## config.mk

```make
export PLATFORM = sky130hd
export DESIGN_NAME = jmr_ctrl
export DESIGN_NICKNAME = d
export VERILOG_FILES = /design/src/hdl/jmr_pkg.sv /design/src/hdl/jmr_ctrl.sv
export VERILOG_INCLUDE_DIRS = /design/src /design/src/hdl
export SDC_FILE = /design/constraint.sdc
export NUM_CORES = 1
export LEC_CHECK = 0
export ABC_AREA = 1
export BUFFER_PORTS_ARGS = -buffer_cell sky130_fd_sc_hd__buf_2
export CAP_MARGIN = 40
export CORE_MARGIN = 2
export CORE_UTILIZATION = 40
export CTS_CLUSTER_DIAMETER = 40
export DETAILED_ROUTE_END_ITERATION = 8
export GPL_ROUTABILITY_DRIVEN = 0
export GPL_TIMING_DRIVEN = 0
export PLACE_DENSITY = 0.71
export SLEW_MARGIN = 10
export SYNTH_ARGS = -nofsm -noshare
export SYNTH_HDL_FRONTEND = slang
export SYNTH_SLANG_ARGS = --single-unit
```

## constraint.sdc

```tcl
create_clock -name clk -period 1.26 [get_ports clk]
set_input_delay 0.252 -clock clk [delete_from_list [all_inputs] [get_ports clk]]
set_output_delay 0.252 -clock clk [all_outputs]
set_load 0.01 [all_outputs]
```

## src/hdl/jacobi_matrix_rotation_unit_macros.svh

```systemverilog
// Assertion macros shared by the rotation unit.
`ifndef JACOBI_MATRIX_ROTATION_UNIT_MACROS_SVH
`define JACOBI_MATRIX_ROTATION_UNIT_MACROS_SVH
`ifndef SYNTH
// Property must hold on every clock edge outside reset.
`define JMR_CHECK(lbl, clk_i, rst_ni, prop, msg) \
	lbl: assert property (@(posedge clk_i) disable iff (!rst_ni) prop) else $error(msg);
// Condition must never be seen outside reset.
`define JMR_NEVER(lbl, clk_i, rst_ni, cond, msg) \
	lbl: assert property (@(posedge clk_i) disable iff (!rst_ni) !(cond)) else $error(msg);
`else
`define JMR_CHECK(lbl, clk_i, rst_ni, prop, msg)
`define JMR_NEVER(lbl, clk_i, rst_ni, cond, msg)
`endif
`endif

```

## src/hdl/jmr_pkg.sv

```systemverilog
`timescale 1ns / 1ps
package jmr_pkg;
	localparam int DATA_W = 32;
	localparam int ACC_W  = 65;

	typedef logic [1:0] action_t;
	localparam action_t ACT_WRITE = 2'd0;
	localparam action_t ACT_READ  = 2'd1;
	localparam action_t ACT_ROT2  = 2'd2;
	localparam action_t ACT_ROT1  = 2'd3;

	typedef logic [1:0] addr_sel_t;
	localparam addr_sel_t ADDR_ELEM = 2'd0;
	localparam addr_sel_t ADDR_A    = 2'd1;
	localparam addr_sel_t ADDR_B    = 2'd2;

	typedef logic [1:0] mul_sel_t;
	localparam mul_sel_t MUL_CA = 2'd0;
	localparam mul_sel_t MUL_SB = 2'd1;
	localparam mul_sel_t MUL_CB = 2'd2;
	localparam mul_sel_t MUL_SA = 2'd3;

	typedef logic [1:0] acc_op_t;
	localparam acc_op_t ACC_HOLD = 2'd0;
	localparam acc_op_t ACC_LOAD = 2'd1;
	localparam acc_op_t ACC_SUB  = 2'd2;
	localparam acc_op_t ACC_ADD  = 2'd3;

	typedef logic [1:0] wr_sel_t;
	localparam wr_sel_t WR_ITEM = 2'd0;
	localparam wr_sel_t WR_U    = 2'd1;
	localparam wr_sel_t WR_V    = 2'd2;

	typedef struct packed {
		logic      ld_item;
		logic      mem_rd;
		logic      mem_wr;
		addr_sel_t addr_sel;
		logic      col_phase;
		mul_sel_t  mul_sel;
		acc_op_t   acc_op;
		logic      cap_a;
		logic      cap_b;
		logic      cap_u;
		wr_sel_t   wr_sel;
		logic      ld_out;
	} cmd_t;

	typedef struct packed {
		action_t act;
		logic    in_range;
		logic    same_idx;
	} stat_t;

	// Round to nearest (ties up) from Q.46 sum to Q15.16, then saturate.
	function automatic logic [DATA_W-1:0] rnd_sat(input logic signed [ACC_W-1:0] acc);
		logic signed [ACC_W:0] t;
		logic signed [35:0]    q;
		t = (ACC_W+1)'(acc) + (ACC_W+1)'(64'sd536870912);
		q = 36'(t >>> 30);
		if (q > 36'sd2147483647)
			return 32'h7FFF_FFFF;
		else if (q < -36'sd2147483648)
			return 32'h8000_0000;
		else
			return q[DATA_W-1:0];
	endfunction
endpackage

```

## src/hdl/jmr_ctrl.sv

```systemverilog
`timescale 1ns / 1ps
`include "jacobi_matrix_rotation_unit_macros.svh"
module jmr_ctrl #(
	parameter int RW = 4,
	parameter int CW = 5
) (
	input  logic           clk,
	input  logic           arst_n,
	input  logic           req_valid,
	output logic           req_ready,
	output logic           res_valid,
	input  logic           res_ready,
	input  logic [CW-1:0]  n,
	input  jmr_pkg::stat_t stat,
	output jmr_pkg::cmd_t  cmd,
	output logic [RW-1:0]  j_idx
);
	import jmr_pkg::*;

	localparam logic [3:0] S_IDLE = 4'd0;
	localparam logic [3:0] S_DEC  = 4'd1;
	localparam logic [3:0] S_RDW  = 4'd2;
	localparam logic [3:0] S_RDA  = 4'd3;
	localparam logic [3:0] S_RDB  = 4'd4;
	localparam logic [3:0] S_M1   = 4'd5;
	localparam logic [3:0] S_M2   = 4'd6;
	localparam logic [3:0] S_M3   = 4'd7;
	localparam logic [3:0] S_M4   = 4'd8;
	localparam logic [3:0] S_W1   = 4'd9;
	localparam logic [3:0] S_W2   = 4'd10;

	logic [3:0]    state_q, state_d;
	logic [RW-1:0] j_q, j_d;
	logic          col_q, col_d;
	logic          out_valid_q, out_valid_d;
	logic          last_j;

	assign last_j = (CW'(j_q) == n - CW'(1));
	assign req_ready = (state_q == S_IDLE);
	assign res_valid = out_valid_q;
	assign j_idx = j_q;

	always_comb begin
		cmd = '0;
		cmd.col_phase = col_q;
		state_d = state_q;
		j_d = j_q;
		col_d = col_q;
		out_valid_d = out_valid_q && !res_ready;
		case (state_q)
			S_IDLE: begin
				cmd.ld_item = req_valid;
				if (req_valid)
					state_d = S_DEC;
			end
			S_DEC: begin
				cmd.addr_sel = ADDR_ELEM;
				cmd.wr_sel = WR_ITEM;
				if (stat.act == ACT_WRITE) begin
					cmd.mem_wr = stat.in_range;
					state_d = S_IDLE;
				end else if (stat.act == ACT_READ) begin
					cmd.mem_rd = 1'b1;
					state_d = S_RDW;
				end else if (stat.in_range && !stat.same_idx) begin
					j_d = '0;
					col_d = 1'b0;
					state_d = S_RDA;
				end else begin
					state_d = S_IDLE;
				end
			end
			S_RDW: begin
				if (!out_valid_q || res_ready) begin
					cmd.ld_out = 1'b1;
					out_valid_d = 1'b1;
					state_d = S_IDLE;
				end
			end
			S_RDA: begin
				cmd.mem_rd = 1'b1;
				cmd.addr_sel = ADDR_A;
				state_d = S_RDB;
			end
			S_RDB: begin
				cmd.mem_rd = 1'b1;
				cmd.addr_sel = ADDR_B;
				cmd.cap_a = 1'b1;
				state_d = S_M1;
			end
			S_M1: begin
				cmd.cap_b = 1'b1;
				cmd.mul_sel = MUL_CA;
				state_d = S_M2;
			end
			S_M2: begin
				cmd.mul_sel = MUL_SB;
				cmd.acc_op = ACC_LOAD;
				state_d = S_M3;
			end
			S_M3: begin
				cmd.mul_sel = MUL_CB;
				cmd.acc_op = ACC_SUB;
				state_d = S_M4;
			end
			S_M4: begin
				cmd.mul_sel = MUL_SA;
				cmd.acc_op = ACC_LOAD;
				cmd.cap_u = 1'b1;
				state_d = S_W1;
			end
			S_W1: begin
				cmd.acc_op = ACC_ADD;
				cmd.mem_wr = 1'b1;
				cmd.addr_sel = ADDR_A;
				cmd.wr_sel = WR_U;
				state_d = S_W2;
			end
			S_W2: begin
				cmd.mem_wr = 1'b1;
				cmd.addr_sel = ADDR_B;
				cmd.wr_sel = WR_V;
				if (!last_j) begin
					j_d = j_q + RW'(1);
					state_d = S_RDA;
				end else if (!col_q && stat.act == ACT_ROT2) begin
					j_d = '0;
					col_d = 1'b1;
					state_d = S_RDA;
				end else begin
					state_d = S_IDLE;
				end
			end
			default: state_d = S_IDLE;
		endcase
	end

	always_ff @(posedge clk or negedge arst_n) begin
		if (!arst_n) begin
			state_q <= S_IDLE;
			j_q <= '0;
			col_q <= 1'b0;
			out_valid_q <= 1'b0;
		end else begin
			state_q <= state_d;
			j_q <= j_d;
			col_q <= col_d;
			out_valid_q <= out_valid_d;
		end
	end

	`JMR_CHECK(a_accept_dec, clk, arst_n, (req_valid && req_ready) |=> (state_q == S_DEC), "accepted request not decoded")
	`JMR_CHECK(a_rsp_from_rdw, clk, arst_n, $rose(out_valid_q) |-> ($past(state_q) == S_RDW), "response raised outside read")
	`JMR_CHECK(a_j_in_range, clk, arst_n, (state_q == S_RDA) |-> (CW'(j_q) < n), "element counter beyond size")
	`JMR_NEVER(a_rd_wr, clk, arst_n, cmd.mem_rd && cmd.mem_wr, "store read and write together")
endmodule

```

==> flow_results.org <==
** Min path
- Capture endpoint of the worst hold path :: res_valid
- Origin of the worst min-delay path :: res_ready
- Counting instances, the worst hold path has a depth of 4.
- In this run the worst hold path is classified as in2reg.

** Critical path
- Largest fanout on the critical path :: 4
- The worst register-to-register path begins at state_q[2].
- Setup slack on the worst flop-to-flop path :: -0.27 ns
- STA classifies the critical path startpoint as a flip-flop.
- Crit path DAT :: approximately 1.4 ns
- The number of cells on the worst reg-to-reg path is 10.
- Capture point of the worst reg-to-reg path :: col_q
- CP max stage cell :: sky130_fd_sc_hd__dfrtp_1
- Type of the worst setup path :: reg2out
- Buffers & Inverters on Critical Path :: 3
- Kind of cell adding the most delay to the critical path :: simple AND/OR/NAND/NOR gates
- Slowest cell delay on critical path :: 0.40 ns
- The signal on the critical path passes through inv_2 > nor2_4 > inv_4 > nor3_4 > or2_4 > buf_6.
- At the worst endpoint, the required time is between 1 and 1.5 ns.
- Kind of end point of the critical path :: primary output

** Logic synthesis
- Post-synthesis average cell area :: 6.19 µm²
- Sequential-to-total area share from yosys stat :: 0.270
- During synthesis, Yosys emitted a total of 0 warnings.
- After synthesis the cells add up to 928 µm².
- Counting every instance in the synthesized netlist gives 150.
- Counting flops and latches in the post-synthesis netlist gives 10.
- Counting every net in the synthesized netlist gives about 170.
- Counting distinct cell types in the post-synthesis netlist gives 23.

** Drt
- Total wire length :: 3130 µm
- The first routing iteration left 35 violations.
- Overall via count from detail_route :: 1173
- After detailed routing, the number of remaining DRC violations is 0.
- Once detail routing completed, the nets flagged for antenna violations numbered 0.
- In the final routed layout, each cell accounts on average for 13.6 µm.
- Pre-Repair DR Iteration Count :: 4
- Via density per instance :: 5.08

** Timing
- Headroom to the max-slew limit came out at 0.842.
- At the pin with the least slew margin, the transition time is between 0.2 and 0.25 ns.
- Worst setup skew after layout :: 0.00185 ns
- Fmax achieved :: a little under 0.6 GHz
- Once routing completed, OpenROAD measured the worst setup slack at -0.429 ns.
- Setup violations remaining at the end of the flow were counted as 23.
- RSZ-0062 raised after global routing :: yes
- The total count of hold-check failures in the final report was 0.
- Time the worst path needs with I/O delays and setup :: 1.69 ns
- Worst Hold Slack :: 0.283 ns
- Share of the cycle needed by the critical path after routing :: 1.34
- The final-report max-slew violation count is 0.

** Power and ir drop
- In this run the static leakage power is 0.000886 µW.
- Total power for the finished layout comes to 2620 µW.
- Of the total power, registers draw 0.198.
- Cell internal power was estimated by the tool at 1350 µW.
- VDD IR max :: 1.65 mV
- Of the total power, combinational logic draws 0.698.
- In this run the power spent charging and discharging nets is 1270 µW.
- Of the total power, the clock network draws 0.105.
- Proportion of total power due to net switching :: 0.485
- Power density over the cells :: 1680 nW/µm²

** Layout
- Compared with the post-synthesis result, the final layout area differs by 67.9%.
- At the end of the flow the core is filled with cells to 0.705.
- 0 antenna diodes ended up in the layout.
- Ratio of cells with drive above 1 in the final layout :: 0.576
- Number of nets at the end of the flow :: 219
- With fillers left out, the area of the finished cells amounts to 1560 µm².

** GRT
- For this run the aggregate overflow at the end of global routing stands at 0.
- The initial antenna violation count was 0.
- Vias in the first global route :: 1073
- GRT Util Overall :: 0.215
- Wire length of the first global-routing pass :: 4400 µm
- Entering global routing, the biggest net connects 11 pins.

** Placement
- Placed wire-length estimate :: 1840 µm
- In this run the cell area measured after placement is 1180 µm².
- During placement, the flow inserted port buffers numbering 34.

** Clocking
- The tree is rooted in a sky130_fd_sc_hd__clkbuf_4.
- Clock sink count :: 10
- Worst-Skew Late Latency :: 0.25 ns
- TritonCTS clock tree :: done
- CTS Buffer Depth :: 2
- In this run the number of H-tree levels came out at 1.
- Number of clock buffers inserted by TritonCTS :: 3
- Clock-pin slew was measured on the worst setup and hold paths at 0.06 ns.

** Status
- The run finished, with violations left.
- Failing checks :: setup timing

** Floorplan
- The floorplan step defined a die boundary enclosing 2720 µm².
- Floorplan Core Area :: around 2200 µm²
- The floorplan has 17 rows.
- Initial Utilization :: 0.420
- In this run the horizontal extent of the chip is between 50 and 60 µm.
- Die Y :: about 52 µm
- Pin placement for this block handled 35 I/O pins.

** Job
- The tool flagged a number of max-cap violations equal to 0.
power by group through the flow:
stage          combinational, µW  clock [µW]  sequential, µW
6_report                    1830         274             517
5_1_grt                     1950         304             524
4_1_cts                     1490         287             498
3_5_place_dp                1070           0             494
3_3_place_gp                1050           0             490
2_1_floorplan                736           0             494
layout make-up:
type,count,area (µm²)
Multi-Input combinational cell,109,727
Fill cell,154,653
Timing Repair Buffer,49,349
Sequential cell,10,255
Inverter,30,149
Clock buffer,4,36.3
Tap cell,28,35.0
Buffer,1,7.51
routing by layer:
metal,part of all wire,up-vias,global-route usage
li1,-,574,-
met1,0.40,553,0.262
met2,0.54,36,0.359
met3,0.037,10,0.0371
met4,0.026,0,0.120
met5,0,-,0
registers in the layout, summed over array words and instances (netlist names):
name	cells
j_idx	4
res_valid	1
col_q	1
state_q	4
synthesized netlist by cell type:
cell                       instances  area, µm²
sky130_fd_sc_hd__nor2_4            3       33.8
sky130_fd_sc_hd__inv_2             5       18.8
sky130_fd_sc_hd__o21ai_0           3       15.0
sky130_fd_sc_hd__nor2_2            3       18.8
sky130_fd_sc_hd__clkinv_1          1       3.75
sky130_fd_sc_hd__nand2_1          41        154
sky130_fd_sc_hd__nand2_4           2       22.5
sky130_fd_sc_hd__o21ai_1           1       5.00
sky130_fd_sc_hd__nand3b_1          3       22.5
sky130_fd_sc_hd__buf_4             1       7.51
sky130_fd_sc_hd__dfrtp_1          10        250
sky130_fd_sc_hd__nor3_1            5       25.0
sky130_fd_sc_hd__nand3_1          17       85.1
sky130_fd_sc_hd__or2_2             2       12.5
sky130_fd_sc_hd__xor2_1            2       17.5
sky130_fd_sc_hd__a21oi_1           3       15.0
sky130_fd_sc_hd__inv_1            22       82.6
sky130_fd_sc_hd__clkinv_2          1       5.00
sky130_fd_sc_hd__nor2_1           14       52.6
sky130_fd_sc_hd__nand4_1           1       6.26
sky130_fd_sc_hd__inv_4             1       6.26
sky130_fd_sc_hd__ha_1              2       25.0
sky130_fd_sc_hd__nand2_2           7       43.8
cell families (layout without fill, tap and decap cells):
group                      Yosys count  after routing  synth area share
buffers and inverters               31             84             0.133
DFF                                 10             10             0.270
and+or+nand+nor                     98             98             0.513
xor gates and xnor gates             2              2            0.0189
AOI/OAI and AO/OA                    7              7            0.0377
adders and majority gates            2              2            0.0269
placed cells by master, fill, tap and decap left out, types with 3 or more instances in the layout:
cell and instances:
sky130_fd_sc_hd__buf_2 28, sky130_fd_sc_hd__buf_4 8, sky130_fd_sc_hd__buf_6 13, sky130_fd_sc_hd__clkbuf_4 3, sky130_fd_sc_hd__dfrtp_1 6, sky130_fd_sc_hd__dfrtp_2 4
sky130_fd_sc_hd__inv_1 12, sky130_fd_sc_hd__inv_2 9, sky130_fd_sc_hd__inv_4 5, sky130_fd_sc_hd__nand2_1 34, sky130_fd_sc_hd__nand2_2 8, sky130_fd_sc_hd__nand2_4 8
sky130_fd_sc_hd__nand3_1 16, sky130_fd_sc_hd__nand3b_1 3, sky130_fd_sc_hd__nor2_1 5, sky130_fd_sc_hd__nor2_2 6, sky130_fd_sc_hd__nor2_4 9, sky130_fd_sc_hd__nor3_4 3
what timing repair did:
action | 4_1_cts | 5_1_grt
hold buffers | 1 | 0
setup endpoints to repair | 23 | 23
hold endpoints to repair | 10 | 0
gates resized for setup | 38 | 31
pin swaps | 4 | 12
cloned | 0 | 0
setup buffers | 8 | 6
worst min-delay path: stages:
cell	delay [ns]
sky130_fd_sc_hd__buf_2	0.08
sky130_fd_sc_hd__inv_1	0.06
sky130_fd_sc_hd__nand2_1	0.06
sky130_fd_sc_hd__nand2_1	0.05
how the worst max path moves through the flow:
stage	endpoint	from	cells after the start
after floorplan	cmd[11]	state_q[0]	5
after global placement	col_q	n[0]	14
after detailed placement	col_q	n[0]	14
after CTS	cmd[0]	state_q[0]	5
after global routing	cmd[7]	state_q[2]	6
final	cmd[7]	state_q[2]	6
metrics by stage:
stage          instances  TNS, ns  setup WS (ns)
6_report             231    -6.74         -0.429
5_1_grt              231    -8.15         -0.469
4_1_cts              225    -5.01         -0.360
3_5_place_dp         212    -2.95         -0.326
3_3_place_gp         212    -2.74         -0.320
2_1_floorplan        150  -0.0863        -0.0456
Power figures use the tool's default switching activity.
